File: src/design/rapd_pkg.sv
// Shared types, constants and codes for the radar afterglow pixel decay block.
`timescale 1ns / 1ps

package rapd_pkg;

  // Default geometry and colour width
  localparam int unsigned MainSideDefault   = 512;
  localparam int unsigned WindowSideDefault = 256;
  localparam int unsigned ColorBits         = 16;
  localparam int unsigned PaletteDepth      = 256;

  // Field widths
  localparam int unsigned LevelBits = 8;
  localparam int unsigned LayerBits = 2;
  localparam int unsigned CoordBits = 10;
  localparam int unsigned OutCoordBits = 9;
  localparam int unsigned CfgIndexBits = 3;
  localparam int unsigned CfgDataBits  = 10;

  // Layers below this are visible
  localparam logic [LayerBits-1:0] VisibleLayers = 2'd2;

  // Register reset values
  localparam logic [7:0] DecayWeightReset  = 8'd60;
  localparam logic [9:0] MainWidthReset    = 10'd512;
  localparam logic [9:0] MainHeightReset   = 10'd512;
  localparam logic [8:0] WindowWidthReset  = 9'd256;
  localparam logic [8:0] WindowHeightReset = 9'd256;

  typedef enum logic [2:0] {
    ModeDecay      = 3'd0,
    ModeLoadMain   = 3'd1,
    ModeLoadWindow = 3'd2,
    ModeMainPal    = 3'd3,
    ModeWindowPal  = 3'd4
  } rapd_mode_e;

  typedef enum logic [CfgIndexBits-1:0] {
    CfgDecayWeight  = 3'd0,
    CfgMainWidth    = 3'd1,
    CfgMainHeight   = 3'd2,
    CfgWindowWidth  = 3'd3,
    CfgWindowHeight = 3'd4,
    CfgWindowEnable = 3'd5,
    CfgDecayEnable  = 3'd6
  } rapd_cfg_idx_e;

  typedef enum logic [1:0] {
    StIdle,
    StModify,
    StOutMain,
    StOutWindow
  } rapd_state_e;

  typedef struct packed {
    logic [7:0] decay_weight;
    logic [9:0] main_width;
    logic [9:0] main_height;
    logic [8:0] window_width;
    logic [8:0] window_height;
    logic       window_enable;
    logic       decay_enable;
  } rapd_cfg_t;

  // Main display pixel word
  typedef struct packed {
    logic [LevelBits-1:0] level;
    logic [LayerBits-1:0] layer;
    logic                 overlay_flag;
  } rapd_main_pix_t;

  // Window pixel word
  typedef struct packed {
    logic [LevelBits-1:0] level;
    logic [LayerBits-1:0] layer;
  } rapd_win_pix_t;

  // Palette write request
  typedef struct packed {
    logic                    main_we;
    logic                    win_we;
    logic [7:0]              idx;
    logic [ColorBits-1:0]    color;
  } rapd_pal_wr_t;

endpackage

File: src/design/rapd_cfg_regs.sv
// Configuration register file for the afterglow decay block.
`timescale 1ns / 1ps

module rapd_cfg_regs (
  input  logic                                  clk_i,
  input  logic                                  rst_ni,
  input  logic                                  we_i,
  input  logic [rapd_pkg::CfgIndexBits-1:0]     index_i,
  input  logic [rapd_pkg::CfgDataBits-1:0]      data_i,
  output rapd_pkg::rapd_cfg_t                   cfg_o
);

  rapd_pkg::rapd_cfg_t cfg_q, cfg_d;

  always_comb begin
    cfg_d = cfg_q;
    if (we_i) begin
      unique case (rapd_pkg::rapd_cfg_idx_e'(index_i))
        rapd_pkg::CfgDecayWeight:  cfg_d.decay_weight  = data_i[7:0];
        rapd_pkg::CfgMainWidth:    cfg_d.main_width    = data_i[9:0];
        rapd_pkg::CfgMainHeight:   cfg_d.main_height   = data_i[9:0];
        rapd_pkg::CfgWindowWidth:  cfg_d.window_width  = data_i[8:0];
        rapd_pkg::CfgWindowHeight: cfg_d.window_height = data_i[8:0];
        rapd_pkg::CfgWindowEnable: cfg_d.window_enable = data_i[0];
        rapd_pkg::CfgDecayEnable:  cfg_d.decay_enable  = data_i[0];
        default: ;  // unused index, dropped
      endcase
    end
  end

  always_ff @(posedge clk_i or negedge rst_ni) begin
    if (!rst_ni) begin
      cfg_q.decay_weight  <= rapd_pkg::DecayWeightReset;
      cfg_q.main_width    <= rapd_pkg::MainWidthReset;
      cfg_q.main_height   <= rapd_pkg::MainHeightReset;
      cfg_q.window_width  <= rapd_pkg::WindowWidthReset;
      cfg_q.window_height <= rapd_pkg::WindowHeightReset;
      cfg_q.window_enable <= 1'b0;
      cfg_q.decay_enable  <= 1'b1;
    end else begin
      cfg_q <= cfg_d;
    end
  end

  assign cfg_o = cfg_q;

endmodule

File: config.mk
export PLATFORM = sky130hd
export DESIGN_NAME = rapd_cfg_regs
export DESIGN_NICKNAME = d
export VERILOG_FILES = /design/src/design/rapd_pkg.sv /design/src/design/rapd_cfg_regs.sv
export SDC_FILE = /design/constraint.sdc
export NUM_CORES = 1
export LEC_CHECK = 0
export ABC_AREA = 0
export BUFFER_PORTS_ARGS = -buffer_cell sky130_fd_sc_hd__buf_2
export CAP_MARGIN = 5
export CELL_PAD_IN_SITES_DETAIL_PLACEMENT = 2
export CELL_PAD_IN_SITES_GLOBAL_PLACEMENT = 2
export CORE_MARGIN = 1.5
export CORE_UTILIZATION = 30
export DETAILED_ROUTE_END_ITERATION = 10
export PLACE_DENSITY = 0.76
export SLEW_MARGIN = 20
export SYNTH_ARGS = -nofsm -noshare
export SYNTH_HDL_FRONTEND = slang
export SYNTH_SLANG_ARGS = --single-unit
File: constraint.sdc
create_clock -name clk_i -period 0.86 [get_ports clk_i]
set_clock_uncertainty 0.15 [all_clocks]
set_input_delay 0.043 -clock clk_i [delete_from_list [all_inputs] [get_ports clk_i]]
set_output_delay 0.043 -clock clk_i [all_outputs]
set_load 0.1 [all_outputs]
==> results of run 1 <==
synthesized netlist by cell type:
cell,number,area [um2]
nand4b_2,1,15.01
nor4bb_1,1,10.01
and4bb_2,2,25.02
nor4b_4,1,23.77
nand4b_1,2,17.52
buf_4,3,22.52
dfstp_2,9,236.5
mux2_2,48,540.5
dfrtp_1,39,975.9
stage by stage:
step	hold WS [ns]	area (um2)	TNS (ns)	cells	setup WS, ns
detailed placement	-0.09059	3638	-27.90	291	-0.5929
global placement	-0.1097	3638	-24.05	291	-0.5367
floorplan	-0.4026	2100	-15.75	106	-0.3130
logic make-up after synthesis:
group	share of synthesized area [%]
flops	64.95
mux	28.95
simple gates	4.892
buf+inv	1.206
==> impl.org, run 1 <==
** Clock network
- The root buffer cell chosen for the clock tree is clkbuf_8.
- Number of clock sinks :: 48
- The number of clock buffers added by TritonCTS is 5.
- Post-CTS timing repair inserted 10 buffers for setup.
- Deepest level of the CTS H-tree :: 2
- The number of hold buffers added after CTS was 1.
- Number of instances resized during post-cts repair :: 65
- Counting along the longest clock path gives a buffer depth of 2.

** Yosys
- Yosys printed 0 warnings.
- When the netlist entered floorplanning its net count stood at 122.
- Sequential share of the synthesized area :: 64.95%
- Total of flip-flops plus latches after synthesis :: 48
- In this run the cell area of the synthesized design comes to 0.001867 mm2.
- Syn Inst Count :: 106
- Unique cell type count in the Yosys netlist :: 9
- Post-Synthesis Mean Instance Area :: 17.61 um2

** Placed design
- The congestion estimate from routability-driven global placement came to 0.7436.
- Post-detailed-placement half-perimeter wirelength :: 5884 um
- In this run the tool buffered the top-level ports with 63 buffer cells.

** Status
- The flow did not finish.
- Last step reached :: clock tree synthesis (4_1_cts)
- The first error in the log reads "[ERROR DPL-0033] detailed placement checks failed during check placement".

** Floorplan
- The floorplan has 28 rows.
- 64 I/O pins were placed.
- The die is 81.89 um wide.
- Height of the die :: 81.89 um
- Initial Util :: 31.34%
==> inputs of run 2 (changes only) <==
--- a/config.mk
+++ b/config.mk
@@ -8,12 +8,10 @@
 export ABC_AREA = 0
 export BUFFER_PORTS_ARGS = -buffer_cell sky130_fd_sc_hd__buf_2
 export CAP_MARGIN = 5
-export CELL_PAD_IN_SITES_DETAIL_PLACEMENT = 2
-export CELL_PAD_IN_SITES_GLOBAL_PLACEMENT = 2
 export CORE_MARGIN = 1.5
-export CORE_UTILIZATION = 30
+export CORE_UTILIZATION = 40
 export DETAILED_ROUTE_END_ITERATION = 10
-export PLACE_DENSITY = 0.76
+export PLACE_DENSITY_LB_ADDON = 0.15
 export SLEW_MARGIN = 20
 export SYNTH_ARGS = -nofsm -noshare
 export SYNTH_HDL_FRONTEND = slang
==> constraint.sdc (replaced) <==
create_clock -name clk_i -period 1.1 [get_ports clk_i]
set_clock_uncertainty 0.15 [all_clocks]
set_input_delay 0.055 -clock clk_i [delete_from_list [all_inputs] [get_ports clk_i]]
set_output_delay 0.055 -clock clk_i [all_outputs]
set_load 0.1 [all_outputs]
==> run 2 against run 1 <==
  * The flow now finishes, with violations (negative setup slack)
  * Area after synthesis stayed put
  * Synthesized cell count stayed put
==> impl.org, run 2 <==
** Detailed routing
- Wire length per cell :: 17.52 um
- Summing over every cut layer, the via total after detailed routing is 1244.
- Once detail routing completed, the nets flagged for antenna violations numbered 0.
- In the routed layout, each cell is associated on average with a via count of 4.937.
- Remaining DRCs :: 0
- First-iteration detailed-routing DRC count :: 44
- Aggregate routed wire length :: 4414 um
- Length of the first detailed-routing pass in iterations :: 2

** Yosys
- Of all cell types, the one taking the most synthesized area is dfrtp_1.
- Leading register cell type out of synthesis :: dfrtp_1
- In the post-synthesis netlist, the cell with the most instances is mux2_2.
- Synthesized net count :: 122
- Post-Synthesis Mean Instance Area :: 17.61 um2
- Counting flops with an async set or reset pin after synthesis yields a share of 100.0%.
- Yosys mapped the design onto 9 distinct sky130hd cell types.
- Synth warnings :: 0
- Syn Inst Count :: 106
- Leading cell types by total area after synthesis :: dfrtp_1 52%, mux2_2 29%, dfstp_2 13%, and4bb_2 1.3%, nor4b_4 1.3%
- Ranking of synthesized cells by instance count :: 48 x mux2_2, 39 x dfrtp_1, 9 x dfstp_2
- The share of synthesized area in the top cell type comes to 52.28%.
- After synthesis the netlist holds a flip-flop and latch count of 48.
- Number of enable flip-flop cells after synthesis :: 0
- Summed instance area of the synthesized netlist :: 0.001867 mm2
- For this run, the register share of the synthesized area comes to 64.95%.

** Clock network
- After clock tree synthesis, the clock-pin slew on the worst setup and hold paths is 0.08 ns.
- CTS saw 48 sinks.
- The later pin in the worst-skew pair is clocked with a latency of 0.30 ns.
- Clock tree synthesis selected as its root buffer the cell clkbuf_8.
- Deepest level of the CTS H-tree :: 2
- Clock tree from TritonCTS :: yes
- TritonCTS created 5 clock buffers.
- Maximum root-to-sink buffer count :: 2

** Placed design
- Final GP Congestion :: 0.7684
- Once placement completed, the tool counted placed cells totaling 229.
- Post-place instance area :: 0.003313 mm2
- Number of port buffers :: 63
- Post-detailed-placement half-perimeter wirelength :: 3234 um

** Min path
- Worst min-delay path endpoint :: cfg_o[1]$_DFFE_PN0P_
- The worst hold path belongs to the class in2reg.
- The worst hold path begins at index_i[0].
- Counting instances, the worst hold path has a depth of 3.

** STA
- Peak clock frequency supported by timing :: 761.0 MHz
- Tcrit/Tclk final :: 119.5%
- Number of hold-slack violations in the final timing report :: 0
- The worst pin sits at a relative slew slack of 82.67%.
- Final WS setup :: -0.2141 ns
- Total setup violations reported at the end of the flow :: 51
- Max-slew violations :: 0
- Minimum period implied by the final worst setup slack :: 1.314 ns
- Transition at the pin with the smallest max-transition slack :: 0.2588 ns
- Setup repair after global routing could not meet its margin everywhere.
- Final hold analysis gives a worst-case slack of 0.07581 ns.

** Power
- In this run the power density over the cells is 2609 mW/mm2.
- After layout, the design draws a total of 9.284 mW.
- For this design the static power due to leakage is 1.504 nW.
- Largest vdd supply drop :: 1.537 mV

** Critical path
- Type of origin of the critical path :: flop
- Walking the worst path, the cells encountered are buf_12.
- Kind of critical path :: reg2out
- Family with the most delay on the worst path :: flip-flops
- Critical Path RT :: 0.89 ns
- The worst register-to-register path ends at cfg_o[14]$_DFFE_PN0P_.
- Of all nets on the critical path, the largest fanout is 2.
- Crit-path slowest cell :: dfstp_4
- STA classifies the critical path endpoint as an output port.
- The worst register-to-register path begins at cfg_o[14]$_DFFE_PN0P_.
- At the worst endpoint, the arrival time is 1.11 ns.
- Max incr delay on CP :: 0.64 ns
- In this run the worst setup path begins at cfg_o[0]$_DFFE_PN1P_.
- The worst register-to-register path has a setup slack of -0.04 ns.
- Counting cells, the worst reg-to-reg path comes to 2.
- CP Buf/Inv Count :: 1

** GRT
- After global routing the overflow that remains totals 0.
- Global routing consumed, over all layers together, 18.93% of the routing resources.
- Wire length of the first global-routing pass :: 7210 um
- The via count of the first global-routing pass was 1347.
- Entering global routing, the biggest net connects 49 pins.
- Antenna violations before repair :: 0

** Floorplan
- 64 I/O pins were placed.
- From bottom edge to top edge, the die measures 71.32 um.
- Measured along the x axis, the die boundary spans 71.32 um.
- After floorplanning, the core was divided into 24 placement rows.
- Once the floorplan was initialized, standard cells occupied 42.29% of the core.
- After floorplanning, the core was sized to cover 0.004414 mm2.
- Die area :: 0.005086 mm2

** Finish
- The finished layout holds 252 standard cells, fillers aside.
- Final Cell Area :: 0.003558 mm2
- Layout fillers :: 240
- Most frequent cells in the layout :: 51 x buf_12, 39 x dfrtp_4, 33 x mux2_2
- 0 antenna diodes ended up in the layout.
- Leaving out fill and tap cells, the most frequent cell in the layout is buf_12.
- Relative to the synthesized area, the layout overhead comes to 90.62%.
- In the final layout, the share of cells above drive strength 1 is 92.50%.
- Flip-flop count of the largest register after layout :: 48
- Net count of the finished layout :: 215

** Status
- Result of the run :: finished, violations left
- Violated checks :: negative setup slack

** Job
- Maximum Capacitance Violations :: 0
[run 2: metal layers]
metal	up-vias	routed length [um]	track usage, %
li1	566	-	-
met5	-	0	0
met2	39	2099	28.91
met1	634	1981	25.72
met4	0	59	6.289
met3	5	274	6.188
[run 2: worst max path at each step]
stage | slack (ns) | to | cells past startpoint
after global placement | -0.23 | cfg_o[41]$_DFFE_PN0P_ | 4
after global routing | -0.24 | cfg_o[0] | 1
final | -0.21 | cfg_o[0] | 1
after floorplan | -0.07 | cfg_o[42]$_DFFE_PN1P_ | 1
after detailed placement | -0.24 | cfg_o[41]$_DFFE_PN0P_ | 4
after CTS | -0.23 | cfg_o[0] | 1
[run 2: layout make-up]
type	count	area, um2	area share [%]
sequential	48	1393	39.14
timing repair buffer	89	1308	36.74
multi-input combinational	55	703.2	19.76
clock buffer	7	86.33	2.426
tap	52	65.06	1.828
clock inverter	1	3.754	0.1055
[run 2: kinds of logic after synthesis]
group         count (synthesis)  synth area share, %
mux                          48                28.95
flops                        48                64.95
simple gates                  7                4.892
buf+inv                       3                1.206
[run 2: what timing repair did]
action	in CTS	in global routing
gates cloned	0	0
setup endpoints to repair	48	49
hold buffers	11	0
hold endpoints to repair	96	0
setup buffers	1	3
pin swaps	0	0
resized for setup	0	4
[run 2: power breakdown]
part	internal, mW	total (mW)	leakage (nW)	switching, mW
clock network	0.504	1.04	0.0459	0.540
logic	2.00	5.33	0.932	3.33
registers	2.47	2.92	0.526	0.448
[run 2: stage by stage]
step	setup TNS [ns]	worst slack [ns]	utilization (%)
floorplan	-3.364	-0.07297	-
global placement	-7.941	-0.2328	75.06
detailed placement	-8.748	-0.2391	75.06
CTS	-5.238	-0.2284	79.76
global route	-6.098	-0.2436	80.61
finish	-4.612	-0.2141	80.61
No activity file was read; power rests on OpenSTA's default activity.
==> inputs of run 3 (changes only) <==
--- a/config.mk
+++ b/config.mk
@@ -10,9 +10,11 @@
 export CAP_MARGIN = 5
 export CORE_MARGIN = 1.5
 export CORE_UTILIZATION = 40
+export CTS_CLUSTER_SIZE = 30
 export DETAILED_ROUTE_END_ITERATION = 10
+export MAX_ROUTING_LAYER = met4
 export PLACE_DENSITY_LB_ADDON = 0.15
-export SLEW_MARGIN = 20
+export SLEW_MARGIN = 10
 export SYNTH_ARGS = -nofsm -noshare
 export SYNTH_HDL_FRONTEND = slang
 export SYNTH_SLANG_ARGS = --single-unit
==> run 3 against run 2 <==
  * The run still ends with negative setup slack left
  * Utilization unchanged
  * Sequential power barely moved
  * Critical path type unchanged
  * Die area is the same
  * Final area unchanged
  * Non-clock buffer count unchanged
  * Global-route usage grew 0.58 points
  * Largest cell class unchanged
  * Highest routed layer unchanged
  * Critical endpoint unchanged
  * First-iteration DRC count shrank 25%
  * Via count decreased by 0.16%
  * Hold slack hardly changed
  * Wire length up 0.32%
==> impl.org, run 3 (synthesis results as in run 2) <==
** Status
- Result of the run :: finished, violations left
- The final reports fail on negative setup slack.

** STA
- Total setup violations reported at the end of the flow :: 51
- Worst max-slew margin expressed relative to the limit :: 82.68%
- Final WS setup :: -0.2128 ns
- The final max-slew violation count was 0.
- The worst path uses 119.3% of the clock period.
- Minimum period implied by the final worst setup slack :: 1.313 ns
- Transition at the pin with the smallest max-transition slack :: 0.2587 ns
- Setup repair after global routing could not meet its margin everywhere.
- The count of final hold-check violations was 0.
- Derived from the worst setup path, the maximum achievable clock frequency is 761.7 MHz.

** GRT
- Global-route total usage across every layer :: 19.51%
- Antenna violations before repair :: 0
- Peak-usage layer in the global routing report :: met2
- Global routing finished with a remaining overflow of 0.
- Met3 demand-to-capacity share in global routing :: 5.204%
- The first global-routing pass estimated 7196 um of wire.
- The via count of the first global-routing pass is 1345.
- Global routing consumed, on the met1 layer, 26.38% of the routing resources.
- Entering global routing, the biggest net connects 49 pins.
- Met2 routing resource usage after global routing :: 28.91%

** Job
- Maximum Capacitance Violations :: 0

** Min path
- Hold Crit Class :: in2reg

** Placed design
- Post-detailed-placement half-perimeter wirelength :: 3234 um
- The congestion estimate from routability-driven global placement came to 0.7787.
- Number of port buffers :: 63
- Placed cell count :: 229

** Critical path
- Traced cell by cell, the critical path runs through buf_12.
- Max incr delay on CP :: 0.64 ns
- Endpoint kind of the worst setup timing path :: output port
- Data arrival time at the worst-slack endpoint :: 1.11 ns
- Along the worst path, the maximum fanout reaches 2.
- The slowest stage of the critical path belongs to the cell dfstp_4.
- CP Buf/Inv Count :: 1
- Critical Path RT :: 0.89 ns
- Type of origin of the critical path :: flop
- Among cell families on the critical path, the largest total delay comes from flip-flops.
- Kind of critical path :: reg2out

** Finish
- The area growth from synthesis to layout is 90.62%.
- The net count of the finished layout is 215.
- Multi-input combinational cell area :: 703.2 um2
- Number of standard cells in the layout, taps in and fillers out :: 252
- Most frequent cells in the layout :: 51 x buf_12, 39 x dfrtp_4, 33 x mux2_2
- Layout fillers :: 240
- Leading cell type in the layout, fill and taps excluded :: buf_12
- Total area of sequential cells :: 0.001393 mm2
- The repair_antennas step left the layout with diodes totalling 0.
- The register with the most flip-flops in the layout has 48 of them.
- Fraction of final layout cells with drive strength greater than 1 :: 92.50%

** Floorplan
- The die is 71.32 um tall.
- Area of the core region :: 0.004414 mm2
- Horizontal die dimension :: 71.32 um
- Die area :: 0.005086 mm2
- Pin placement for this block handled 64 I/O pins.
- Once the floorplan was initialized, standard cells occupied 42.29% of the core.
- The floorplan has 24 rows.

** Power
- Summed over all cells, the static leakage comes to 1.504 nW.
- VDD sags by at most 1.540 mV.
- Dividing total power by cell area gives a power density of 2609 mW/mm2.
- Final Power :: 9.285 mW

** Detailed routing
- Number of vias after detailed routing :: 1242
- After detailed routing, the number of remaining DRC violations is 0.
- The count of nets left with antenna violations once routing finished came out at 0.
- Length of the first detailed-routing pass in iterations :: 2
- Aggregate routed wire length :: 4428 um
- The first routing iteration left 33 violations.
- Wire length per cell :: 17.57 um
- Vias per std cell :: 4.929

** Clock network
- Maximum root-to-sink buffer count :: 2
- The H-tree generated during clock tree synthesis spans 2 levels.
- Number of clock sinks :: 48
- Skew-Pair Late Insertion Delay :: 0.29 ns
- CTS placed an instance of clkbuf_8 at the clock tree root.
- Clock-pin slew on the worst setup and hold paths :: 0.08 ns
- Clock tree from TritonCTS :: yes
- Total clock buffers created by CTS :: 5
## run 3: worst register-to-register path, cell delays in order (launching register included)
cell and delay, ns:
dfrtp_4 0.50, buf_6 0.12, mux2_4 0.25
## run 3: layout make-up
cell class                      count  share of cell area, %
Sequential cell                    48                  39.14
Timing Repair Buffer               89                  36.74
Multi-Input combinational cell     55                  19.76
Clock buffer                        7                  2.426
Tap cell                           52                  1.828
Clock inverter                      1                 0.1055
## run 3: metrics by stage
stage | setup slack (ns) | util (%) | hold slack [ns] | setup TNS [ns] | instance area (um2)
floorplan | -0.07297 | - | -0.3906 | -3.364 | 2100
global placement | -0.2328 | 75.06 | -0.09549 | -7.941 | 3313
detailed placement | -0.2391 | 75.06 | -0.09639 | -8.748 | 3313
CTS | -0.2284 | 79.76 | 0.06380 | -5.238 | 3521
global route | -0.2436 | 80.61 | 0.06317 | -6.098 | 3558
finish | -0.2128 | 80.61 | 0.07537 | -4.627 | 3558
## run 3: power breakdown
part | internal [mW] | leakage, nW | switching, mW
combinational | 2.00 | 0.932 | 3.33
sequential | 2.47 | 0.526 | 0.448
clock | 0.504 | 0.0459 | 0.540
total | 4.97 | 1.50 | 4.32
## run 3: path summary, 6_finish.rpt
path	startpoint	end	slack, ns	cells after the start
max in group asynchronous	rst_ni	cfg_o[44]$_DFFE_PN1P_	0.40	3
min in group asynchronous	rst_ni	cfg_o[17]$_DFFE_PN0P_	0.11	3
worst min register to register	cfg_o[1]$_DFFE_PN0P_	cfg_o[1]$_DFFE_PN0P_	0.45	1
worst min-delay path	index_i[0]	cfg_o[1]$_DFFE_PN0P_	0.08	3
worst max-delay path	cfg_o[0]$_DFFE_PN1P_	cfg_o[0]	-0.21	1
worst max register to register	cfg_o[14]$_DFFE_PN0P_	cfg_o[14]$_DFFE_PN0P_	-0.03	2
## run 3: per-layer routing
| layer | vias up | share of wire (%) |
|---|---|---|
| met5 | - | 0 |
| met4 | 0 | 1.3 |
| met3 | 5 | 5.3 |
| met2 | 39 | 48 |
| met1 | 631 | 46 |
| li1 | 567 | - |
## run 3: timing repair
| item | 4_1_cts | 5_1_grt |
|---|---|---|
| hold endpoints to repair | 96 | 0 |
| hold buffers | 11 | 0 |
| buffers inserted | 1 | 3 |
| gates resized for setup | 0 | 4 |
| endpoints found under the setup margin | 48 | 49 |
==> inputs of run 4 (changes only) <==
--- a/config.mk
+++ b/config.mk
@@ -5,7 +5,7 @@
 export SDC_FILE = /design/constraint.sdc
 export NUM_CORES = 1
 export LEC_CHECK = 0
-export ABC_AREA = 0
+export ABC_AREA = 1
 export BUFFER_PORTS_ARGS = -buffer_cell sky130_fd_sc_hd__buf_2
 export CAP_MARGIN = 5
 export CORE_MARGIN = 1.5
@@ -14,6 +14,7 @@
 export DETAILED_ROUTE_END_ITERATION = 10
 export MAX_ROUTING_LAYER = met4
 export PLACE_DENSITY_LB_ADDON = 0.15
+export SKIP_LAST_GASP = 1
 export SLEW_MARGIN = 10
 export SYNTH_ARGS = -nofsm -noshare
 export SYNTH_HDL_FRONTEND = slang
==> run 4 against run 3 <==
  * Hold slack got worse by 0.058 ns
  * Via count increased by 48%
  * Wire length increased by 26%
  * Sequential power decreased by 11%
  * Maximum frequency decreased by 0.71%
  * Sequential cell count unchanged
  * Global-route usage increased by 3.8 points
  * The flow still finishes with violations (negative setup slack)
  * Critical path depth unchanged
  * Critical path type unchanged
  * Critical endpoint is now cfg_o[43]
  * First-iteration DRC count increased to 5.8 times the previous value
==> impl.org, run 4 <==
** Critical path
- Endpoint kind of the worst setup timing path :: output port
- Counting both buffers and inverters, the worst setup path holds a total of 1.
- The slowest stage of the critical path belongs to the cell dfstp_4.
- In this design, the stage delay of the slowest critical-path cell is 0.64 ns.
- Along the worst path, the maximum fanout reaches 2.
- In this run the critical register-to-register path is launched from cfg_o[42]$_DFFE_PN1P_.
- Broken down by cell family, the worst path's largest delay share belongs to flip-flops.
- Across all register-to-register paths, the minimum setup slack is 0.13 ns.
- The signal on the critical path passes through buf_12.
- Reg-to-Reg End :: cfg_o[42]$_DFFE_PN1P_
- Data arrival time at the worst-slack endpoint :: 1.12 ns
- Kind of critical path :: reg2out
- Critical Path RT :: 0.89 ns
- The worst setup path is launched from a flop.
- Reg2reg path depth :: 2

** Power
- Net switching is 48.05% of the power.
- The internal portion of the total power is 4.254 mW.
- In this run the power spent charging and discharging nets is 3.935 mW.
- Sequential cells account for 31.9% of the total power.
- IR analysis of the VDD net gives a maximum drop of 1.291 mV.
- Relative contribution of the clock network to total power :: 13.2%
- Per report_power, the combinational group accounts for 54.9% of the total.
- Reported leakage power :: 1.665 nW
- Final Power :: 8.189 mW
- Areal power density over the cells :: 2367 mW/mm2

** Yosys
- Sorting the synthesized cells by area gives the leading types as dfrtp_1 49%, nand2_1 21%, dfstp_2 12%, nand3_1 9.9%, nor2_4 2.8%.
- For this run, the number of Yosys warnings is 0.
- Leading register cell type out of synthesis :: dfrtp_1
- Async set-or-reset flop fraction in the synthesized netlist :: 100.0%
- The synthesized netlist contains 11 unique library cells.
- Library cell occupying the most area in the post-synthesis netlist :: dfrtp_1
- Summed instance area of the synthesized netlist :: 0.001978 mm2
- By count the netlist is led by 112 x nand2_1, 39 x dfrtp_1, 39 x nand3_1.
- nand2_1 is the most common cell in the netlist.
- Syn Inst Count :: 220
- Total of flip-flops plus latches after synthesis :: 48
- Sequential share of the synthesized area :: 61.29%
- A synthesized cell averages 8.992 um2.
- Number of enable flip-flop cells after synthesis :: 0
- Area share of the largest cell type after synthesis :: 49.34%
- Synthesized net count :: 236

** Floorplan
- Total number of placement rows :: 25
- Die area :: 0.005377 mm2
- Initial Util :: 41.61%
- Horizontal die dimension :: 73.33 um
- In this run the count of I/O pins placed on the die edge is 64.
- Area of the core region :: 0.004755 mm2
- The die is 73.33 um tall.

** STA
- For the finished layout, the period the worst path requires is 1.322 ns.
- Unrepaired setup endpoints after global routing :: yes
- The worst pin sits at a relative slew slack of 79.95%.
- Tcrit/Tclk final :: 120.2%
- Final-layout worst hold slack :: 0.01733 ns
- Setup slack on the critical path of the routed design comes to -0.2223 ns.
- The final max-slew violation count was 0.
- Total setup violations reported at the end of the flow :: 44
- Transition at the pin with the smallest max-transition slack :: 0.3000 ns
- The count of final hold-check violations came to 0.
- Based on the critical path, the design can be clocked at up to 756.3 MHz.
- For the final routed database, the setup TNS stands at -2.199 ns.

** Detailed routing
- The count of nets left with antenna violations once routing finished came out at 0.
- In the final routed layout, each cell accounts on average for 14.74 um.
- For this block, the initial DRC count from the detailed router was 190.
- For this block, the via count after detailed routing is 1833.
- After detailed routing, the total wire length is 5558 um.
- Remaining DRCs :: 0
- For this run, the detailed router's first-pass iteration total came to 5.
- Vias per std cell :: 4.862

** Min path
- Cells on Worst Hold Path :: 5
- Worst min-delay path endpoint :: cfg_o[19]$_DFFE_PN1P_
- Hold wc startpoint :: we_i
- The worst hold path belongs to the class in2reg.

** Finish
- Number of standard cells in the layout, taps in and fillers out :: 377
- 0 antenna diodes ended up in the layout.
- The library cell used most frequently in the layout, excluding fill and tap cells, is nand2_1.
- The area growth from synthesis to layout is 74.89%.
- Multi-input combinational cell area :: 699.4 um2
- The register with the most flip-flops in the layout has 48 of them.
- Measured on the finished design, the core utilization comes to 72.76%.
- The filler cells instantiated in the layout total 339.
- The library cells used most frequently in the layout, excluding fill and tap cells, are 111 x nand2_1, 49 x buf_12, 39 x nand3_1, 39 x dfrtp_2, 15 x buf_2.
- Cells with a size suffix above 1 make up 46.45% of the layout.
- Across the whole layout, storage elements account for 0.001295 mm2.
- In the final design database the tool counted 325 nets.
- Final Cell Area :: 0.003460 mm2

** Placed design
- Summed over all nets, the half-perimeter wirelength after detailed placement is 3723 um.
- At the placement stage, the worst setup path has a slack of 0.02006 ns.
- Number of port buffers :: 63
- Placed cell count :: 353
- Summing all placed instances gives a cell area of 0.003216 mm2.
- Final GP Congestion :: 0.7735

** GRT
- Antenna violations before repair :: 0
- The first global-routing pass estimated 9018 um of wire.
- The via count of the first global-routing pass is 1865.
- Across every metal layer, demand over resource in global routing totals 23.30%.
- After global routing the overflow that remains totals 0.
- Maximum number of pins on one net before global-route repair :: 49

** Clock network
- Clock-pin slew on the worst setup and hold paths :: 0.09 ns
- Counting the buffers created by CTS gives 5.
- The tree is rooted in a clkbuf_8.
- Clock tree from TritonCTS :: yes
- The clock drives 48 sinks.
- For the worst-skew pair, the clock arrives at the later sink with an insertion delay of 0.30 ns.
- The clock tree synthesis step divided the H-tree into 2 levels.
- Maximum root-to-sink buffer count :: 2

** Status
- Violated checks :: negative setup slack
- The run finished, with violations left.

** Job
- Maximum Capacitance Violations :: 0
## run 4: cell types whose count changed after synthesis, sizes merged
| cell | change |
|---|---|
| buf | +4 |
| nor4b | -1 |
| and4bb | -2 |
| inv | +6 |
| nand3 | +39 |
| nand4b | -3 |
| nor2 | +5 |
| nand2 | +115 |
| nor4bb | -1 |
| mux2 | -48 |
## run 4: metal layers
metal	routed length, um	global-route usage [%]	vias up	part of all wire [%]
met5	0	-	-	0
met4	96	8.642	0	1.7
met3	285	4.938	11	5.1
met2	2752	36.57	74	50
met1	2423	29.96	878	44
li1	-	-	870	-
## run 4: worst max path at each step
| stage | slack (ns) | to | startpoint | depth (start not counted) |
|---|---|---|---|---|
| global route | -0.25 | cfg_o[45] | cfg_o[45]$_DFFE_PN1P_ | 1 |
| finish | -0.22 | cfg_o[43] | cfg_o[43]$_DFFE_PN1P_ | 1 |
| detailed placement | 0.02 | cfg_o[40]$_DFFE_PN0P_ | we_i | 6 |
| CTS | -0.23 | cfg_o[45] | cfg_o[45]$_DFFE_PN1P_ | 1 |
| global placement | 0.08 | cfg_o[47]$_DFFE_PN0P_ | we_i | 6 |
| floorplan | -0.01 | cfg_o[29]$_DFFE_PN1P_ | cfg_o[29]$_DFFE_PN1P_ | 2 |
## run 4: layout make-up
class | instances | area share (%)
clock inverter | 2 | 0.2893
inverter | 6 | 0.6510
sequential | 48 | 37.43
multi-input combinational | 160 | 20.22
timing repair buffer | 88 | 36.60
tap | 67 | 2.423
clock buffer | 6 | 2.387
## run 4: logic make-up after synthesis
logic type             after synthesis  synth area share, %
flip-flops                          48                61.29
buffers and inverters               13                3.794
AND/OR/NAND/NOR                    159                34.91
## run 4: power groups by stage
stage	sequential [mW]	clock (mW)	combinational, mW
global placement	2.64	0	4.40
global route	2.66	1.15	4.63
floorplan	4.91	0	0.332
finish	2.61	1.08	4.49
CTS	2.62	1.10	4.49
detailed placement	2.65	0	4.44
## run 4: repair_timing
item | CTS | global route
gates cloned | 0 | 1
gates resized for setup | 0 | 1
hold buffers | 13 | 0
hold endpoints to repair | 96 | 0
setup buffers | 1 | 2
setup endpoints to repair | 48 | 53
pin swaps | 0 | 1
